===== config.mk =====
export PLATFORM = sky130hd
export DESIGN_NAME = twk_front
export DESIGN_NICKNAME = d
export VERILOG_FILES = /design/src/rtl/core/tricycle_wheel_kinematics_top_assert.svh /design/src/rtl/core/twk_pkg.sv /design/src/rtl/core/twk_front.sv
export SDC_FILE = /design/constraint.sdc
export NUM_CORES = 1
export LEC_CHECK = 0
export BUFFER_PORTS_ARGS = -buffer_cell sky130_fd_sc_hd__buf_2
export CAP_MARGIN = 30
export CORE_ASPECT_RATIO = 1.4
export CORE_MARGIN = 5
export CORE_UTILIZATION = 40
export CTS_BUF_LIST = sky130_fd_sc_hd__clkbuf_8 sky130_fd_sc_hd__clkbuf_16
export DETAILED_ROUTE_END_ITERATION = 16
export GPL_TIMING_DRIVEN = 0
export PLACE_DENSITY = 0.61
export SYNTH_ARGS = -nofsm -noshare
export SYNTH_HDL_FRONTEND = slang
export SYNTH_SLANG_ARGS = --single-unit

===== constraint.sdc =====
create_clock -name aclk -period 7.3 [get_ports aclk]
set_clock_uncertainty 0.1 [all_clocks]
set_input_delay 0.365 -clock aclk [delete_from_list [all_inputs] [get_ports aclk]]
set_output_delay 0.365 -clock aclk [all_outputs]
set_load 0.02 [all_outputs]

===== src/rtl/core/tricycle_wheel_kinematics_top_assert.svh =====
// Assertion macros for the tricycle wheel kinematics block.
`ifndef TRICYCLE_WHEEL_KINEMATICS_TOP_ASSERT_SVH
`define TRICYCLE_WHEEL_KINEMATICS_TOP_ASSERT_SVH
`ifndef ASSERT_OFF
`define TWK_ASSERT_IMPL(label, clk, rst_n, prop) \
    label: assert property (@(posedge clk) disable iff (!rst_n) prop) \
        else $error("assertion failed");
`define TWK_ASSERT_NEVER(label, clk, rst_n, cond) \
    label: assert property (@(posedge clk) disable iff (!rst_n) !(cond)) \
        else $error("forbidden condition");
`else
`define TWK_ASSERT_IMPL(label, clk, rst_n, prop)
`define TWK_ASSERT_NEVER(label, clk, rst_n, cond)
`endif
`endif


===== src/rtl/core/twk_pkg.sv =====
package twk_pkg;

    localparam int CORDIC_STEPS = 16;
    localparam int ANGLE_MAX    = 102944;
    localparam logic signed [33:0] GAIN_INV_Q30 = 34'sd652032874;

    localparam logic [1:0] REG_STEER_LIMIT = 2'd0;
    localparam logic [1:0] REG_WHEELBASE   = 2'd1;
    localparam logic [1:0] REG_TRACK       = 2'd2;
    localparam logic [1:0] REG_SPEED_CAP   = 2'd3;

    // Angle classes decided by the front end.
    typedef enum logic [1:0] {
        ANG_CORDIC = 2'd0,
        ANG_ZERO   = 2'd1,
        ANG_POS    = 2'd2,
        ANG_NEG    = 2'd3
    } ang_kind_t;

    // One classified command handed from the front end to the back end.
    typedef struct packed {
        logic signed [31:0] fwd_speed;
        logic signed [31:0] turn_rate;
        ang_kind_t          kind;
        logic [16:0]        limit;
        logic [19:0]        wheelbase;
        logic [19:0]        track;
        logic [30:0]        cap;
    } cmd_t;

    // Side-band width carried along the quotient pipelines: a spare bit,
    // the command, the angle and the centre speed.
    localparam int DIV_TAG_W = 1 + $bits(cmd_t) + 18 + 64;

    // Arctangent of 2^-i in Q30, truncated.
    function automatic logic signed [31:0] atan_q30(input logic [4:0] idx);
        logic signed [31:0] r;
        case (idx)
            5'd0: r = 32'sd843314856;  5'd1: r = 32'sd497837829;
            5'd2: r = 32'sd263043836;  5'd3: r = 32'sd133525158;
            5'd4: r = 32'sd67021686;   5'd5: r = 32'sd33543515;
            5'd6: r = 32'sd16775850;   5'd7: r = 32'sd8388437;
            5'd8: r = 32'sd4194282;    5'd9: r = 32'sd2097149;
            5'd10: r = 32'sd1048575;   5'd11: r = 32'sd524287;
            5'd12: r = 32'sd262143;    5'd13: r = 32'sd131071;
            5'd14: r = 32'sd65535;     5'd15: r = 32'sd32767;
            5'd16: r = 32'sd16383;     5'd17: r = 32'sd8191;
            5'd18: r = 32'sd4095;      5'd19: r = 32'sd2047;
            5'd20: r = 32'sd1023;      5'd21: r = 32'sd511;
            5'd22: r = 32'sd255;       5'd23: r = 32'sd127;
            5'd24: r = 32'sd63;        5'd25: r = 32'sd31;
            5'd26: r = 32'sd15;        5'd27: r = 32'sd7;
            5'd28: r = 32'sd3;         5'd29: r = 32'sd1;
            default: r = 32'sd0;
        endcase
        return r;
    endfunction

endpackage


===== src/rtl/core/twk_front.sv =====
// Front end: registers configuration, classifies commands, and holds a
// two-entry queue toward the back end.
module twk_front (
    input  logic                 aclk,
    input  logic                 aresetn,
    input  logic                 s_tvalid,
    output logic                 s_tready,
    input  logic [63:0]          s_tdata,
    input  logic                 cfg_valid,
    output logic                 cfg_ready,
    input  logic [1:0]           cfg_index,
    input  logic [30:0]          cfg_data,
    output logic                 q_valid,
    input  logic                 q_ready,
    output twk_pkg::cmd_t        q_cmd
);

    logic [16:0] limit_reg;
    logic [19:0] wheelbase_reg;
    logic [19:0] track_reg;
    logic [30:0] cap_reg;
    twk_pkg::cmd_t q_mem_reg [2];
    logic          wr_ptr_reg, rd_ptr_reg;
    logic [1:0]    count_reg, count_next;
    twk_pkg::cmd_t cmd;
    logic          push, pop;

    assign cfg_ready = 1'b1;

    // Configuration registers.
    always_ff @(posedge aclk) begin
        if (!aresetn) begin
            limit_reg     <= 17'd32768;
            wheelbase_reg <= 20'd65536;
            track_reg     <= 20'd65536;
            cap_reg       <= 31'd2621440;
        end else if (cfg_valid) begin
            unique case (cfg_index)
                twk_pkg::REG_STEER_LIMIT: limit_reg     <= cfg_data[16:0];
                twk_pkg::REG_WHEELBASE:   wheelbase_reg <= cfg_data[19:0];
                twk_pkg::REG_TRACK:       track_reg     <= cfg_data[19:0];
                twk_pkg::REG_SPEED_CAP:   cap_reg       <= cfg_data;
                default: ;
            endcase
        end
    end

    // Classify the command and resolve register special cases.
    always_comb begin
        cmd.fwd_speed = s_tdata[31:0];
        cmd.turn_rate = s_tdata[63:32];
        if (cmd.fwd_speed == 32'sd0) begin
            cmd.kind = (cmd.turn_rate > 32'sd0) ? twk_pkg::ANG_POS : twk_pkg::ANG_NEG;
        end else if (cmd.turn_rate == 32'sd0) begin
            cmd.kind = twk_pkg::ANG_ZERO;
        end else begin
            cmd.kind = twk_pkg::ANG_CORDIC;
        end
        cmd.limit     = (limit_reg > 17'(twk_pkg::ANGLE_MAX)) ?
                        17'(twk_pkg::ANGLE_MAX) : limit_reg;
        cmd.wheelbase = (wheelbase_reg == 20'd0) ? 20'd1 : wheelbase_reg;
        cmd.track     = track_reg;
        cmd.cap       = cap_reg;
    end

    // Two-entry queue.
    assign s_tready = (count_reg != 2'd2);
    assign push     = s_tvalid && s_tready;
    assign q_valid  = (count_reg != 2'd0);
    assign pop      = q_valid && q_ready;
    assign q_cmd    = q_mem_reg[rd_ptr_reg];

    always_comb begin
        count_next = count_reg;
        if (push && !pop) count_next = count_reg + 2'd1;
        if (pop && !push) count_next = count_reg - 2'd1;
    end

    always_ff @(posedge aclk) begin
        if (push) q_mem_reg[wr_ptr_reg] <= cmd;
    end

    always_ff @(posedge aclk) begin
        if (!aresetn) begin
            wr_ptr_reg <= 1'b0;
            rd_ptr_reg <= 1'b0;
            count_reg  <= 2'd0;
        end else begin
            if (push) wr_ptr_reg <= ~wr_ptr_reg;
            if (pop)  rd_ptr_reg <= ~rd_ptr_reg;
            count_reg <= count_next;
        end
    end

endmodule


After elaboration in Yosys (flattened, before gate mapping)

Memory sizes are Yosys's and may differ from the RTL's. A register that Yosys moved wholly into a read port is not among the register bits.
Cells that the tools add are included.

Logic and storage cells: 45
Memories kept: 1
Memory bits (writable): 308
Output and inout bits: 157
Bits in registers: 92
Input port bits: 102

Bitwise logic cells: 2
Multiplexer cells: 11
Reduce and logical (&&, ||, !) cells: 16
Order comparisons: 2
Equality and inequality tests: 4
Add/subtract/negate cells: 2

Memories:

| memory    | words | width | rd ports | clocked after memory_dff | wr ports | line            | RTL |
|---|---|---|---|---|---|---|---|
| q_mem_reg | 2     | 154   | 1        | 1                        | 1        | twk_front.sv:22 | `twk_pkg::cmd_t q_mem_reg [2];` |

Operators with widths:

| kind                                                                             | count |
|---|---|
| 32-bit logical NOT                                                               | 2 |
| 32-bit by 1-bit greater-than comparator with 1-bit output, second input constant | 1 |
| 20-bit logical NOT                                                               | 1 |
| 20-bit two-way mux                                                               | 1 |
| 17-bit greater-than comparator, second input constant                            | 1 |
| 17-bit two-way mux                                                               | 1 |
| 2-bit AND reduction                                                              | 4 |
| 1-bit two-way mux                                                                | 6 |
| 2-bit two-way mux                                                                | 3 |
| 2-bit == test, second input constant                                             | 2 |
| 1-bit logical AND                                                                | 4 |
| 2-bit nonzero test                                                               | 2 |
| 2-bit by 1-bit adder with 2-bit output, second input constant                    | 1 |
| 2-bit by 1-bit == test with 1-bit output, second input constant                  | 1 |
| 1-bit logical NOT                                                                | 2 |
| 2-bit logical NOT                                                                | 1 |
| 2-bit inequality test, second input constant                                     | 1 |
| 1-bit inverter                                                                   | 2 |
| 2-bit by 1-bit subtractor with 2-bit output, second input constant               | 1 |

Longest topological paths before layout

Gate-level depths: netlist of the first run.

Depth in word-level cells: 6
Gate-level depth with buffers: 6
Depth with buffers taken out: 6

Worst setup path after synthesis of the first run

Ideal clock, no wire load.

Kind: reg2reg
Start point: register count_reg[0]
End point: memory q_mem_reg[0][0] in the netlist's numbering (enable)
Clock period less this slack: 7.952 ns
Library setup time: 0.670 ns
Path buffers: 0
Arrival time: 7.182 ns
Path slack: -0.652 ns
Cell stages (with the launch flop): 4
Required time: 6.530 ns
Cells stage by stage: dfxtp_1 > nand2b_1 > nand2_1 > nor2_1

Word-level cells in the longest chain between the ends: 4

Ends and longest elaborated chain:

| element                                 | line            | RTL |
|---|---|---|
| from (decl)                             | twk_front.sv:24 | `logic [1:0] count_reg, count_next;` |
| from (signal assigned)                  | twk_front.sv:91 | `count_reg <= count_next;` |
| 2-bit inequality test                   | twk_front.sv:67 | `assign s_tready = (count_reg != 2'd2);` |
| net s_tready                            | twk_front.sv:7  | `output logic s_tready,` |
| 1-bit logical AND                       | twk_front.sv:68 | `assign push = s_tvalid && s_tready;` |
| 1-bit two-way mux                       | twk_front.sv:80 | `if (push) q_mem_reg[wr_ptr_reg] <= cmd;` |
| 1-bit two-way mux (not written as such) | twk_front.sv:80 |  |
| to (decl)                               | twk_front.sv:22 |  |

The timed path passes the listed nets, and every way through them passes these cells.

==> implementation parameters, run 1 <==
Parameter                              Value

STA
  Post-route worst setup slack ... 4590 ps
  Pins over their slew limit ... 0
  Final hold violation count ... 0
  RSZ-0062 raised after global routing ... no
  Worst Hold Margin ... 25.05 ps
  Count of endpoints failing setup in the final report ... 0
  Max frequency ... 0.3691 GHz
  Sum Neg Setup Slack ... 0 ps
  Relative slew slack ... 0.5424
  Final cycle utilization of the critical path ... 0.3712
  Measured slew at the worst slew-check pin ... 686.4 ps
  Shortest period the worst path allows ... 2710 ps

Critical path
  Required time at the worst-slack endpoint ... 6840 ps
  Delay-heaviest family, CP ... buffers and inverters
  Slowest stage cell, crit path ... mux2_2
  Crit path buf inv count ... 4
  Data arrival, critical path ... 2240 ps
  Cells traversed along the worst timing path ... buf_2, buf_2, buf_4, mux2_2, buf_2
  Largest fanout on the critical path ... 10
  Most frequent CP cell ... buf_2
  Endpoint kind of the worst setup timing path ... output pin
  Startpoint of the lowest-slack register-to-register path ... count_reg[0]
  Worst setup path class ... reg2out
  WP depth ... 5
  Highest cell delay on the worst timing path ... 380 ps
  Reg2Reg Depth ... 6
  Startpoint types ... flip-flop

GRT
  Remaining Overflow, GRT ... 0
  Initial antenna violation count ... 2
  Wire length of the first global-routing pass ... 55.67 mm
  Largest net degree at the start of global routing ... 62
  Vias in the first global route ... 9593
  GR Util All Layers ... 0.1715

Placed design
  Cell total after placement ... 1707
  Final weighted congestion in routability-driven placement ... 0.7844
  Setup slack at placement ... 4800 ps
  Half-perimeter wire length of the detailed placement result ... 25.22 mm
  Input/output buffers ... 255
  Post-DP Area ... 17140 um^2

Floorplanning
  Initial cell density of the core ... 0.4023
  Std-Cell Rows ... 84
  Area of the placeable core ... 37420 um^2
  Die Area ... 41660 um^2
  Die height ... 239.5 um
  Number of placed I/O pins ... 259
  X dimension of the die ... 173.9 um

Synthesis
  Post-synthesis cell type with the largest combined area ... edfxtp_1
  Ranking of synthesized cells by area ... edfxtp_1, dfxtp_1, mux2_2
  Post-synthesis area per instance ... 15.52 um^2
  Synth Net Count ... 1073
  Number of flops mapped to enable cells by yosys ... 308
  Top-area cell type share of the netlist area ... 0.6145
  Flip-flop and latch count after synthesis ... 401
  Synth async-reset ratio ... 0
  Primary flip-flop cell chosen by synthesis mapping ... edfxtp_1
  Sequential share of the synthesized area ... 0.7382
  Yosys warnings ... 0
  Library cells used by synthesis ... 39
  Post-synthesis instance area ... 15050 um^2
  Instance count of the mapped netlist ... 970

Finish
  Most frequent standard cell in the layout excluding fill and tap cells ... edfxtp_1
  Synthesis-to-finish area growth ... 27.65%
  Most frequent cells in the layout ... edfxtp_1, buf_2, nand2_1
  Flip-flop count of the largest register, all copies and words added ... 308
  Final layout net count ... 1454
  Number of cells in the finished layout apart from fillers ... 1854
  Fraction of final layout cells sized beyond drive strength 1 ... 0.3746
  Final core utilization ... 0.5135
  Final design area excluding fillers ... 19210 um^2

Clock network
  CTS tree ... yes
  Clock root cell ... clkbuf_16
  Clock insertion delay at the later pin of the skew report ... 540 ps
  Clock tree buffer depth ... 3
  Number of H-tree levels ... 2
  Sink count of the clock tree ... 401
  Clock transition at the register clock pins on the worst setup and hold paths after CTS ... 60 ps
  Total CTS buffers ... 40

Drt
  DR pass1 iterations ... 4
  Wirelength, routed ... 36.19 mm
  Drt first-iter violations ... 412
  DRC viols ... 0
  Wire length per cell ... 19.52 um
  Post-detailed-route count of antenna-violating nets ... 0
  Vias ... 9028
  Via/cell ratio ... 4.869

Run
  Max capacitance violation total ... 0

Power
  Peak supply drop ... 0.2695 mV
  Net switching power ... 2.023 mW
  Design internal power ... 4.738 mW
  Combinational Power Share ... 0.270
  PwrDens ... 351.9 nW/um^2
  Post-route total power ... 6.761 mW
  Switching share of power ... 0.2992
  Sequential share of power ... 0.427
  Leakage power ... 7.117 nW
  Portion of total power attributed to the clock network ... 0.302

Hold path
  Count of cells along the worst hold path ... 3
  Startpoint of the lowest-slack hold path ... cfg_data[1]
  Path class of the lowest-slack min-delay path ... in2reg

Run status
  Status ... finished clean
-- what timing repair did --
action | CTS | global route
setup buffers | 0 | 0
setup endpoints to repair | 0 | 0
hold buffers | 75 | 0
endpoints found under the hold margin | 139 | 0
gates resized for setup | 0 | 0
-- area by class of cell --
class | instances | area, um^2
antenna | 1 | 2.502
sequential | 401 | 11110
timing repair buffer | 339 | 2237
buffer | 69 | 352.8
clock buffer | 44 | 1079
multi-input combinational | 499 | 3596
fill | 3169 | 18200
clock inverter | 27 | 239.0
tap | 473 | 591.8
inverter | 1 | 3.754
-- tightest hold or removal path: stages --
cell	delay, ps
buf_2	140
nand2_1	60
a21boi_1	50
-- cell usage after synthesis, drive strengths merged, types with 2 or more instances --
library cell and number:
edfxtp 308, nand2 179, mux2 154, dfxtp 93, a21boi 86, buf 35
clkbuf 34, nor4 21, nor2b 10, nand3 6, nand4 6, and2 5
nor2 4, or2 4, xnor2 4, and3 2, nand2b 2, o21ai 2
o41ai 2
-- worst paths after layout --
path / end / slack, ps
max: q_cmd[125] / 4590
max reg2reg: q_mem_reg[0][95] / 4850
min: cap_reg[1] / 30
min reg2reg: q_mem_reg[1][34] / 350
-- per-layer routing --
metal  up-vias  track usage  part of all wire
li1       4304            -                 -
met5         -            0           0.00039
met4         4      0.05522             0.029
met3        66      0.05494             0.079
met1      4368       0.2002              0.39
met2       286       0.3015              0.50
-- cells by family after synthesis --
kind of cell             after synthesis  synth area share
buffers and inverters                 70           0.02369
XOR/XNOR                               4          0.002327
other                                  1         0.0002492
AND/OR/NAND/NOR                      246           0.07324
flip-flops                           401            0.7382
multiplexers                         154            0.1152
adder cells (fa/ha/maj)                1         0.0008312
AO/OA/AOI/OAI                         93           0.04622
-- power by group through the flow --
stage | clock network [mW] | registers (mW) | logic [mW]
after floorplan | 0 | 2.96 | 1.15
after global placement | 0 | 3.01 | 1.75
after detailed placement | 0 | 2.94 | 1.83
after CTS | 2.10 | 2.89 | 1.87
after global routing | 2.19 | 2.91 | 1.96
final | 2.04 | 2.89 | 1.83
Power figures use the tool's default switching activity.
==> run 2: changes to the inputs <==
clock period = 2.3 ns   (was 7.3 ns; I/O delays follow)
==> run 2 against run 1 <==
Clock power rose to 3.0 times the previous value; critical path depth did not move; critical path type unchanged; hold slack better by 200 ps; setup slack lost 4500 ps; first-iteration DRC count is 16% higher; routed wire length is 2.4% higher; count of clock-buffer cells in the layout decreased by 1; core utilization increased by 0.55 points.
==> implementation parameters, run 2 (synthesized netlist as in run 1, its figures left out) <==
Parameter                              Value

Drt
  DR pass1 iterations ... 5 (+1)
  Via/cell ratio ... 4.887 (+0.36%)
  Wirelength, routed ... 37.06 mm (+2.4%)
  Post-detailed-route count of antenna-violating nets ... 0 (unchanged)
  Wire length per cell ... 19.67 um (+0.78%)
  Vias ... 9207 (+2.0%)
  Drt first-iter violations ... 479 (+16%)
  DRC viols ... 0 (unchanged)

Placed design
  Final weighted congestion in routability-driven placement ... 0.7958 (+1.5%)
  Input/output buffers ... 255 (unchanged)
  Setup slack at placement ... -177.3 ps (-4978 ps)
  Half-perimeter wire length of the detailed placement result ... 25.41 mm (+0.75%)

Clock network
  Clock insertion delay at the later pin of the skew report ... 530 ps (about the same)
  Number of H-tree levels ... 2 (unchanged)
  Clock tree buffer depth ... 3 (unchanged)
  Clock transition at the register clock pins on the worst setup and hold paths after CTS ... 60 ps (about the same)
  Clock root cell ... clkbuf_16
  Total CTS buffers ... 39 (-2.5%)
  Sink count of the clock tree ... 401 (unchanged)
  CTS tree ... yes

GRT
  Remaining Overflow, GRT ... 0 (unchanged)
  Wire length of the first global-routing pass ... 56.74 mm (+1.9%)
  GR Util All Layers ... 0.1757 (+0.004236)
  Initial antenna violation count ... 0 (-2)
  Largest net degree at the start of global routing ... 48 (-23%)
  Vias in the first global route ... 9807 (+2.2%)

Floorplanning
  Initial cell density of the core ... 0.4023 (unchanged)
  Die height ... 239.5 um (unchanged)
  Area of the placeable core ... 37420 um^2 (unchanged)
  Number of placed I/O pins ... 259 (unchanged)
  Die Area ... 41660 um^2 (unchanged)
  Std-Cell Rows ... 84 (unchanged)
  X dimension of the die ... 173.9 um (unchanged)

Critical path
  Data arrival, critical path ... 1990 ps (-250 ps)
  Capture point of the worst reg-to-reg path ... q_mem_reg[1][93]
  R2R setup slack ... 170 ps (-4680 ps)
  Startpoint types ... flip-flop
  Endpoint kind of the worst setup timing path ... output pin
  Largest fanout on the critical path ... 10 (unchanged)
  Required time at the worst-slack endpoint ... 2090 ps (-4750 ps)
  Worst setup path class ... reg2out
  Startpoint of the lowest-slack register-to-register path ... wr_ptr_reg
  Reg2Reg Depth ... 3 (-3)

Finish
  Flip-flop count of the largest register, all copies and words added ... 308 (unchanged)
  Final layout net count ... 1483 (+2.0%)
  Fraction of final layout cells sized beyond drive strength 1 ... 0.3664 (-0.008231)
  Count of antenna diodes in the layout ... 0 (-1)
  Most frequent standard cell in the layout excluding fill and tap cells ... edfxtp_1
  Register Area ... 11110 um^2 (about the same)
  Synthesis-to-finish area growth ... 29.01%
  Fill cell count ... 3109 (-1.9%)
  Most frequent cells in the layout ... edfxtp_1, buf_2, nand2_1
  Multi-input gate area in the final layout ... 3617 um^2 (+0.59%)

STA
  Max frequency ... 0.4527 GHz
  Sum Neg Setup Slack ... 0 ps (unchanged)
  Final cycle utilization of the critical path ... 0.9604
  Shortest period the worst path allows ... 2209 ps
  Final hold violation count ... 0 (unchanged)
  Measured slew at the worst slew-check pin ... 817.7 ps (+131.3 ps)
  Post-route worst setup slack ... 91.01 ps (-4499 ps)
  Relative slew slack ... 0.4543 (-0.08810)
  Pins over their slew limit ... 0 (unchanged)
  RSZ-0062 raised after global routing ... no
  Count of endpoints failing setup in the final report ... 0 (unchanged)

Power
  Peak supply drop ... 0.7287 mV (+170%)
  PwrDens ... 1089 nW/um^2 (+210%)
  Leakage power ... 7.210 nW (+1.3%)

Hold path
  Count of cells along the worst hold path ... 2 (-1)
  Startpoint of the lowest-slack hold path ... s_tdata[43]
  Hold Crit Endpoint ... q_mem_reg[1][101]
  Path class of the lowest-slack min-delay path ... in2reg

Run
  Max capacitance violation total ... 0 (unchanged)

Run status
  Status ... finished clean
-- run 2: changes by cell type in the layout (fill, tap and decap cells not counted), moves of 2 or more --
cell / delta
dlygate4sd3_1: +28
inv_1: +5
clkinv_4: -2
bufinv_16: -2
clkbuf_8: +2
buf_2: -2
clkinv_2: -2
buf_6: +4
clkbuf_16: -3
inv_6: +3
-- run 2: stage by stage --
step / instance area, um^2 / cells / total power [mW] / hold WS (ps) / util
after floorplan: 15080 / 970 / 13.01 / 113.9 / -
after global placement: 16940 / 1698 / 15.02 / 218.7 / 0.4528
after detailed placement: 17130 / 1706 / 15.13 / 221.4 / 0.4578
after CTS: 19390 / 1882 / 21.40 / 182.8 / 0.5184
after global routing: 19420 / 1884 / 22.10 / 209.0 / 0.5190
final: 19420 / 1884 / 21.14 / 226.5 / 0.5190
-- run 2: worst max-delay path, cell delays in order, from the launching register on --
cell     delay (ps)
dfxtp_1         300
buf_4           200
buf_6           200
buf_4           210
mux2_2          360
buf_2           170
-- run 2: layout make-up --
cell class,count,share of cell area
buffer,69,0.01920
clock buffer,43,0.05310
clock inverter,29,0.009472
inverter,1,0.0001933
multi-input combinational,500,0.1863
sequential,401,0.5723
tap,473,0.03048
timing repair buffer,368,0.1290
-- run 2: worst max-delay path by stage --
stage / from / end / slack, ps
after detailed placement: count_reg[0] / q_mem_reg[0][148] / -180
after global routing: flip-flop / q_cmd[99] / 5
final: flip-flop / q_cmd[118] / 90
after CTS: flip-flop / q_cmd[146] / 20
after global placement: count_reg[0] / q_mem_reg[0][95] / -2550
after floorplan: count_reg[0] / q_mem_reg[0][0] / -1090
-- run 2: where the power goes --
group / internal [mW] / total, mW / switching (mW)
logic: 2.34 / 5.90 / 3.56
registers: 8.94 / 9.18 / 0.243
clock network: 3.44 / 6.06 / 2.61
-- run 2: per-layer routing --
layer,vias to the layer above,track usage,routed length (um)
li1,4359,-,-
met5,-,0,0
met3,62,0.04910,2673
met2,287,0.3136,18740
met1,4499,0.2063,14610
met4,0,0.05522,1041
-- run 2: repair_timing --
action,in CTS,in global routing
endpoints found under the setup margin,95,26
endpoints found under the hold margin,226,0
gates resized for setup,4,2
pin swaps,1,1
cloned,1,0
setup buffers,0,2
hold buffers,103,0
